$ cat src/rotation_matrix_to_quaternion_macros.svh
// Assertion macros for the rotation matrix to quaternion block.
// Used by the top level; expands to nothing under synthesis.
`ifndef ROTATION_MATRIX_TO_QUATERNION_MACROS_SVH
`define ROTATION_MATRIX_TO_QUATERNION_MACROS_SVH
`ifndef SYNTHESIS
`define RMQ_ASSERT_IMPL(label, cond, prop) \
  label: assert property (@(posedge clk) disable iff (rst) (cond) |-> (prop)) \
    else $error("assertion failed");
`define RMQ_ASSERT_DELAY(label, cond, n, prop) \
  label: assert property (@(posedge clk) disable iff (rst) (cond) |-> ##n (prop)) \
    else $error("assertion failed");
`else
`define RMQ_ASSERT_IMPL(label, cond, prop)
`define RMQ_ASSERT_DELAY(label, cond, n, prop)
`endif
`endif

$ cat src/rmq_pkg.sv
// Shared types and constants for the rotation matrix to quaternion block.
// No dependencies.
`timescale 1ns / 1ps
package rmq_pkg;

  localparam int SQ_STAGES = 4;
  localparam int SQ_STEPS  = 4;
  localparam int DV_STAGES = 4;
  localparam int DV_STEPS  = 4;

  localparam logic [15:0] ONE_Q14  = 16'd16384;
  localparam logic [14:0] TOL_RESET = 15'd2;

  localparam logic [1:0] AX_X = 2'd0;
  localparam logic [1:0] AX_Y = 2'd1;
  localparam logic [1:0] AX_Z = 2'd2;

  typedef logic signed [15:0] elem_t;
  typedef logic signed [16:0] num_t;

  typedef struct packed {
    elem_t m00;
    elem_t m01;
    elem_t m02;
    elem_t m10;
    elem_t m11;
    elem_t m12;
    elem_t m20;
    elem_t m21;
    elem_t m22;
  } matrix_t;

  typedef struct packed {
    elem_t quat_x;
    elem_t quat_y;
    elem_t quat_z;
    elem_t quat_w;
  } quat_t;

  typedef struct packed {
    num_t num_x;
    num_t num_y;
    num_t num_z;
    num_t num_w;
  } nums_t;

  // hsel: bit 0 x, bit 1 y, bit 2 z, bit 3 w takes the square root
  typedef struct packed {
    logic       valid;
    logic       ident;
    logic [3:0] hsel;
  } ctrl_t;

  function automatic num_t sx17(input elem_t a);
    return {a[15], a};
  endfunction

endpackage

$ cat src/rmq_front.sv
// Input stage: row tolerance test, trace, branch select, radicand and numerators.
// Depends on rmq_pkg.
`timescale 1ns / 1ps
module rmq_front import rmq_pkg::*; (
  input  logic        clk,
  input  logic        rst,
  input  logic        valid_in,
  input  matrix_t     matrix,
  input  logic [14:0] tol,
  output ctrl_t       ctrl,
  output logic [31:0] rad,
  output nums_t       nums
);

  function automatic logic small_elem(input elem_t a, input logic [14:0] t);
    logic [16:0] mag;
    mag = a[15] ? 17'(-sx17(a)) : 17'(sx17(a));
    return mag <= {2'b00, t};
  endfunction

  logic               near0, near1, near2;
  logic signed [17:0] tr;
  logic               pos;
  logic [1:0]         isel;
  logic signed [17:0] dii;
  logic signed [18:0] s_raw;
  logic [16:0]        s_val;
  num_t               dx, dy, dz, s01, s02, s12;
  ctrl_t              ctrl_next;
  nums_t              nums_next;

  always_comb begin
    near0 = small_elem(matrix.m00, tol) && small_elem(matrix.m01, tol)
            && small_elem(matrix.m02, tol);
    near1 = small_elem(matrix.m10, tol) && small_elem(matrix.m11, tol)
            && small_elem(matrix.m12, tol);
    near2 = small_elem(matrix.m20, tol) && small_elem(matrix.m21, tol)
            && small_elem(matrix.m22, tol);
    tr = 18'(sx17(matrix.m00)) + 18'(sx17(matrix.m11)) + 18'(sx17(matrix.m22));
    pos = tr > 18'sd0;
    isel = AX_X;
    dii = 18'(sx17(matrix.m00));
    if (matrix.m11 > matrix.m00) begin
      isel = AX_Y;
      dii = 18'(sx17(matrix.m11));
    end
    if (18'(sx17(matrix.m22)) > dii) begin
      isel = AX_Z;
      dii = 18'(sx17(matrix.m22));
    end
    if (pos) begin
      s_raw = 19'(tr) + 19'sd16384;
    end else begin
      s_raw = 19'(dii) + 19'(dii) - 19'(tr) + 19'sd16384;
    end
    s_val = (s_raw < 19'sd16384) ? 17'(ONE_Q14) : s_raw[16:0];

    dx  = sx17(matrix.m12) - sx17(matrix.m21);
    dy  = sx17(matrix.m20) - sx17(matrix.m02);
    dz  = sx17(matrix.m01) - sx17(matrix.m10);
    s01 = sx17(matrix.m01) + sx17(matrix.m10);
    s02 = sx17(matrix.m02) + sx17(matrix.m20);
    s12 = sx17(matrix.m12) + sx17(matrix.m21);

    ctrl_next.valid = valid_in;
    ctrl_next.ident = near0 || near1 || near2;
    if (pos) begin
      ctrl_next.hsel = 4'b1000;
      nums_next = '{num_x: dx, num_y: dy, num_z: dz, num_w: '0};
    end else begin
      case (isel)
        AX_X: begin
          ctrl_next.hsel = 4'b0001;
          nums_next = '{num_x: '0, num_y: s01, num_z: s02, num_w: dx};
        end
        AX_Y: begin
          ctrl_next.hsel = 4'b0010;
          nums_next = '{num_x: s01, num_y: '0, num_z: s12, num_w: dy};
        end
        default: begin
          ctrl_next.hsel = 4'b0100;
          nums_next = '{num_x: s02, num_y: s12, num_z: '0, num_w: dz};
        end
      endcase
    end
  end

  always_ff @(posedge clk) begin
    if (rst) begin
      ctrl <= '0;
    end else begin
      ctrl <= ctrl_next;
    end
    rad  <= {3'b000, s_val, 12'h000};
    nums <= nums_next;
  end

endmodule

$ cat src/rmq_sqrt.sv
// Pipelined digit-by-digit integer square root, two radicand bits per step.
// Depends on rmq_pkg.
`timescale 1ns / 1ps
module rmq_sqrt import rmq_pkg::*; (
  input  logic        clk,
  input  logic [31:0] rad,
  output logic [14:0] root
);

  logic [31:0] rad_q  [SQ_STAGES];
  logic [15:0] root_q [SQ_STAGES];
  logic [19:0] rem_q  [SQ_STAGES];

  for (genvar st = 0; st < SQ_STAGES; st++) begin : g_st
    logic [31:0] rad_s;
    logic [15:0] root_s;
    logic [19:0] rem_s;
    logic [15:0] root_n;
    logic [19:0] rem_n;

    if (st == 0) begin : g_first
      assign rad_s  = rad;
      assign root_s = '0;
      assign rem_s  = '0;
    end else begin : g_rest
      assign rad_s  = rad_q[st-1];
      assign root_s = root_q[st-1];
      assign rem_s  = rem_q[st-1];
    end

    always_comb begin
      logic [19:0] trial;
      root_n = root_s;
      rem_n  = rem_s;
      for (int k = 0; k < SQ_STEPS; k++) begin
        rem_n = {rem_n[17:0], rad_s[31 - 2*(SQ_STEPS*st + k) -: 2]};
        trial = {2'b00, root_n, 2'b01};
        if (rem_n >= trial) begin
          rem_n  = rem_n - trial;
          root_n = {root_n[14:0], 1'b1};
        end else begin
          root_n = {root_n[14:0], 1'b0};
        end
      end
    end

    always_ff @(posedge clk) begin
      rad_q[st]  <= rad_s;
      root_q[st] <= root_n;
      rem_q[st]  <= rem_n;
    end
  end

  assign root = root_q[SQ_STAGES-1][14:0];

endmodule

$ cat src/rmq_div.sv
// Pipelined restoring divider: rounded num * 4096 / h, positive results saturated to 16 bits.
// Depends on rmq_pkg.
`timescale 1ns / 1ps
module rmq_div import rmq_pkg::*; (
  input  logic        clk,
  input  num_t        num,
  input  logic [14:0] h,
  output elem_t       quot
);

  logic        neg_in;
  logic [16:0] mag;
  logic [30:0] dividend;

  assign neg_in   = num[16];
  assign mag      = neg_in ? 17'(-num) : 17'(num);
  assign dividend = {1'b0, mag, 13'h0000} + {16'h0000, h};

  logic [15:0] rem_q [DV_STAGES];
  logic [15:0] q_q   [DV_STAGES];
  logic [15:0] lo_q  [DV_STAGES];
  logic [15:0] den_q [DV_STAGES];
  logic        neg_q [DV_STAGES];

  for (genvar st = 0; st < DV_STAGES; st++) begin : g_st
    logic [15:0] rem_s, q_s, lo_s, den_s;
    logic        neg_s;
    logic [15:0] rem_n, q_n;

    if (st == 0) begin : g_first
      assign rem_s = {1'b0, dividend[30:16]};
      assign q_s   = '0;
      assign lo_s  = dividend[15:0];
      assign den_s = {h, 1'b0};
      assign neg_s = neg_in;
    end else begin : g_rest
      assign rem_s = rem_q[st-1];
      assign q_s   = q_q[st-1];
      assign lo_s  = lo_q[st-1];
      assign den_s = den_q[st-1];
      assign neg_s = neg_q[st-1];
    end

    always_comb begin
      logic [16:0] r2;
      rem_n = rem_s;
      q_n   = q_s;
      for (int k = 0; k < DV_STEPS; k++) begin
        r2 = {rem_n, lo_s[15 - (DV_STEPS*st + k)]};
        if (r2 >= {1'b0, den_s}) begin
          r2  = r2 - {1'b0, den_s};
          q_n = {q_n[14:0], 1'b1};
        end else begin
          q_n = {q_n[14:0], 1'b0};
        end
        rem_n = r2[15:0];
      end
    end

    always_ff @(posedge clk) begin
      rem_q[st] <= rem_n;
      q_q[st]   <= q_n;
      lo_q[st]  <= lo_s;
      den_q[st] <= den_s;
      neg_q[st] <= neg_s;
    end
  end

  logic [15:0] q_last;
  logic [16:0] q_neg;

  assign q_last = q_q[DV_STAGES-1];
  assign q_neg  = -{1'b0, q_last};

  always_comb begin
    if (neg_q[DV_STAGES-1]) begin
      quot = q_neg[15:0];
    end else if (q_last[15]) begin
      quot = 16'sh7fff;
    end else begin
      quot = q_last;
    end
  end

endmodule

$ cat src/rotation_matrix_to_quaternion.sv
// A matrix taken at a start edge passes the front, square-root, divider and output
// registers to give its quaternion with done high. Throughput: one matrix per cycle; busy stays low.
// Depth is set by the square-root pipeline (four stages) and divider (four stages).
// The receiver cannot stall: each result is shown for one cycle only.
// Synchronous reset clears all valid bits and sets the tolerance register tol to 2.
`timescale 1ns / 1ps
`include "rotation_matrix_to_quaternion_macros.svh"
module rotation_matrix_to_quaternion import rmq_pkg::*; (
  input  logic        clk,
  input  logic        rst,
  input  logic        start,
  output logic        busy,
  input  matrix_t     matrix,
  output logic        done,
  output quat_t       quat,
  input  logic        cfg_valid,
  output logic        cfg_ready,
  input  logic [14:0] cfg_data
);

  localparam int CTRL_DEPTH = SQ_STAGES + DV_STAGES;
  localparam int LAT        = CTRL_DEPTH + 2;

  logic [14:0] tol;
  ctrl_t       ctrl0;
  logic [31:0] rad;
  nums_t       nums0;
  logic [14:0] root;
  ctrl_t       ctrl_d [CTRL_DEPTH];
  nums_t       nums_d [SQ_STAGES];
  logic [14:0] root_d [DV_STAGES];
  elem_t       qx, qy, qz, qw;
  ctrl_t       ctrl_o;
  logic [14:0] root_o;
  elem_t       h_o;

  assign busy      = 1'b0;
  assign cfg_ready = 1'b1;

  always_ff @(posedge clk) begin
    if (rst) begin
      tol <= TOL_RESET;
    end else if (cfg_valid && cfg_ready) begin
      tol <= cfg_data;
    end
  end

  rmq_front u_front (
    .clk      (clk),
    .rst      (rst),
    .valid_in (start && !busy),
    .matrix   (matrix),
    .tol      (tol),
    .ctrl     (ctrl0),
    .rad      (rad),
    .nums     (nums0)
  );

  rmq_sqrt u_sqrt (
    .clk  (clk),
    .rad  (rad),
    .root (root)
  );

  always_ff @(posedge clk) begin
    if (rst) begin
      for (int i = 0; i < CTRL_DEPTH; i++) begin
        ctrl_d[i] <= '0;
      end
    end else begin
      ctrl_d[0] <= ctrl0;
      for (int i = 1; i < CTRL_DEPTH; i++) begin
        ctrl_d[i] <= ctrl_d[i-1];
      end
    end
    nums_d[0] <= nums0;
    for (int i = 1; i < SQ_STAGES; i++) begin
      nums_d[i] <= nums_d[i-1];
    end
    root_d[0] <= root;
    for (int i = 1; i < DV_STAGES; i++) begin
      root_d[i] <= root_d[i-1];
    end
  end

  // sqrt output lines up with nums_d[SQ_STAGES-1] (both behind the front reg)
  rmq_div u_div_x (.clk(clk), .num(nums_d[SQ_STAGES-1].num_x), .h(root), .quot(qx));
  rmq_div u_div_y (.clk(clk), .num(nums_d[SQ_STAGES-1].num_y), .h(root), .quot(qy));
  rmq_div u_div_z (.clk(clk), .num(nums_d[SQ_STAGES-1].num_z), .h(root), .quot(qz));
  rmq_div u_div_w (.clk(clk), .num(nums_d[SQ_STAGES-1].num_w), .h(root), .quot(qw));

  assign ctrl_o = ctrl_d[CTRL_DEPTH-1];
  assign root_o = root_d[DV_STAGES-1];
  assign h_o    = {1'b0, root_o};

  always_ff @(posedge clk) begin
    if (rst) begin
      done <= 1'b0;
    end else begin
      done <= ctrl_o.valid;
    end
    if (ctrl_o.ident) begin
      quat <= '{quat_x: '0, quat_y: '0, quat_z: '0, quat_w: ONE_Q14};
    end else begin
      quat.quat_x <= ctrl_o.hsel[0] ? h_o : qx;
      quat.quat_y <= ctrl_o.hsel[1] ? h_o : qy;
      quat.quat_z <= ctrl_o.hsel[2] ? h_o : qz;
      quat.quat_w <= ctrl_o.hsel[3] ? h_o : qw;
    end
  end

  `RMQ_ASSERT_DELAY(a_start_done, start && !busy, LAT, done)
  `RMQ_ASSERT_DELAY(a_idle_quiet, !start, LAT, !done)
  `RMQ_ASSERT_IMPL(a_root_floor, ctrl_o.valid && !ctrl_o.ident, root_o >= 15'd8192)
  `RMQ_ASSERT_IMPL(a_hsel_one, ctrl_o.valid, $onehot(ctrl_o.hsel))

endmodule

$ cat config.mk
export PLATFORM = sky130hd
export DESIGN_NAME = rotation_matrix_to_quaternion
export DESIGN_NICKNAME = d
export VERILOG_FILES = /design/src/rmq_pkg.sv /design/src/rmq_front.sv /design/src/rmq_sqrt.sv /design/src/rmq_div.sv /design/src/rotation_matrix_to_quaternion.sv
export VERILOG_INCLUDE_DIRS = /design/src /design/src/src
export SDC_FILE = /design/constraint.sdc
export NUM_CORES = 2
export LEC_CHECK = 0
export BUFFER_PORTS_ARGS = -buffer_cell sky130_fd_sc_hd__buf_4
export CAP_MARGIN = 20
export CORE_UTILIZATION = 30
export DETAILED_ROUTE_END_ITERATION = 8
export MAX_ROUTING_LAYER = met4
export SLEW_MARGIN = 20
export SYNTH_ARGS = -nofsm -noshare
export SYNTH_HDL_FRONTEND = slang
export SYNTH_SLANG_ARGS = --single-unit
export TNS_END_PERCENT = 100
$ cat constraint.sdc
create_clock -name clk -period 20.4 [get_ports clk]
set_input_delay 0 -clock clk [delete_from_list [all_inputs] [get_ports clk]]
set_output_delay 0 -clock clk [all_outputs]
set_load 0.03 [all_outputs]
==> reports/metrics.cfg <==
[floorplan]
start_util_pct = 30.16
core_area_sq_um = 315000
num_rows = 206
io_pins = 230
die_h_microns = 564.7
dieArea_sq_um = 318900
die_w_microns = 564.7

[timing]
rsz0062_at_grt = false
fin_crit_ps = 15980
finalSetupViolCount = 0
tightest_slew_ps = 1138
timing.hold.ws_ps = 54.42
finalClockSkew_ps = 66.23
hold_viol_final = 0
relSlewSlack_pct = 24.11
final_max_slew_viol_count = 0
finalCritPeriodShare_pct = 78.33
finalSetupTns_ps = 0
max_freq_mhz = 62.58

[routing]
vias = 84030
viasPerCell = 5.182
wirelength_mm = 287.0
wl_per_cell_microns = 17.70
drtIter0Drc = 5845
antenna_left = 0
drtPass1Iterations = 9
drc_errors = 6

[cells_and_area]
regArea_sq_um = 20260
final_area_sq_um = 107200
final_layout_size_suffix_gt1_share_pct = 9.037
multi_input_area_sq_um = 70760
fillers = 32820
layout_common_cells = 1,380 x ha_1, 1,010 x dfxtp_1, 965 x a21oi_1
syn_to_final_growth_pct = 12.86
final_common_cell = ha_1
final_core_util_pct = 34.03
nets = 13590

[placed_design]
hpwl_mm = 226.0
io_buffers = 227
postPlaceCellArea_sq_um = 101900
globalplace.congestion = 0.9382

[clocking]
tritoncts = yes
clkSinkCount = 1012
htree_levels = 3
root_buffer = clkbuf_16
cts.clk_slew.worst_paths_ps = 70
insertion_delay_ps = 770
clk_path_buf_depth = 3
cts_buffers = 106

[outcome]
violations = design-rule violations
status = finished with violations

[hold_path]
hold_class = input pin to flip-flop

[global_routing]
grt_pass1_wl_mm = 444.0
antenna_found_initial = 14
grt_max_degree = 76
grt_pass1_vias = 79040
grt_overflow = 0
grt_util_all_layers_pct = 17.92

[critical_path]
timing.critical_path.slowest_cell_delay_ps = 670
slowest_stage = dfxtp_1
crit_type = flip-flop to flip-flop
path_common_cell = o21ai_0
critPathRequiredTime_ps = 21020
crit_arrival_ps = 16600
start_kind = flip-flop
worst_setup_path_end_kind = flip-flop
cp_max_fo = 21

[yosys]
synth_edf_count = 0
async_flop_share_pct = 0
netlist_instances = 11620
ys_seq_area_share_pct = 21.33
netlist_area_sq_um = 94980
synth_flop_cell = dfxtp_1
yosys_register_bits = 1012
avgSynthCellArea_sq_um = 8.176
post_synth_num_cell_types = 95
yosys_warnings = 0

[flow_run]
max-cap-violations = 0

## flip-flops by register name (all words and copies together) (netlist names), 45 cells and up
signal         flops
nums_d           272
u_front.nums      68
quat              64
u_sqrt.rem_q      53
ctrl_d            48
u_div_w.rem_q     45
u_div_x.rem_q     45
u_div_y.rem_q     45
u_div_z.rem_q     45
## metrics by stage
stage	worst slack, ps	instances
after CTS	4646	16210
after floorplan	5707	11620
after detailed placement	4755	15870
final	4422	16210
after global routing	2838	16210
after global placement	4227	15870
## synthesized netlist by cell type (196+ instances only)
library cell / instances / area share [%]
a21oi_1: 967 / 5.1
nor3_1: 235 / 1.2
nor2_1: 884 / 3.5
a21o_1: 391 / 3.1
nor2b_1: 243 / 1.6
nand3_1: 196 / 1.0
inv_1: 815 / 3.2
dfxtp_1: 1012 / 21
o21ai_0: 710 / 3.7
xnor2_1: 760 / 7.0
xor2_1: 307 / 2.8
mux2_2: 411 / 4.9
nand2_1: 784 / 3.1
ha_1: 1380 / 18
nand4_1: 237 / 1.6
clkbuf_1: 221 / 0.87
## path summary, 6_finish.rpt
kind,startpoint,to,slack [ps],cells after the start
setup / recovery,nums_d[3][33],u_div_z.rem_q[0][7],4420,63
hold / removal,matrix[84],u_front.nums[22],50,7
setup reg to reg,nums_d[3][33],u_div_z.rem_q[0][7],4420,63
hold reg to reg,nums_d[2][64],nums_d[3][64],300,0
## cell families after synthesis
logic type	Yosys count	share of synthesized area, %
AND/OR/NAND/NOR	3234	16.74
AO/OA/AOI/OAI	3212	21.45
adder cells (fa/ha/maj)	1471	20.10
buffers and inverters	1086	4.376
XOR/XNOR	1067	9.839
flip-flops	1012	21.33
multiplexers	533	6.159
other	2	0.007907
## final cells by class
class,count,area share (%)
Timing Repair Buffer,489,3.756
Multi-Input combinational cell,9523,66.01
Antenna cell,4,0.009338
Inverter,828,2.904
Sequential cell,1012,18.90
Clock buffer,129,2.714
Clock inverter,69,0.8451
Tap cell,4160,4.856
## worst max-delay path: cells and delay by family (launching register included)
family / cells / cell delay (ps)
AO/OA/AOI/OAI: 36 / 7720
XOR/XNOR: 1 / 190
adder cells (fa/ha/maj): 5 / 1640
buffers and inverters: 3 / 910
flip-flops: 1 / 670
multiplexers: 4 / 1530
AND/OR/NAND/NOR: 14 / 3200
## layer usage
metal / wire (microns) / GRT usage (%) / vias up
li1: - / - / 42670
met5: 0 / - / -
met4: 9750 / 5.731 / 0
met3: 14940 / 1.614 / 436
met2: 127200 / 28.67 / 2162
met1: 135100 / 23.72 / 38760
## what timing repair did
action	CTS	global route
hold buffers	142	0
endpoints found under the hold margin	78	0
gates resized for setup	0	0
endpoints found under the setup margin	0	0
buffers inserted	0	0
Power is left out: the tool's default activity adds up to more than one toggle a clock period on the data nets, which glitch-free logic cannot reach.
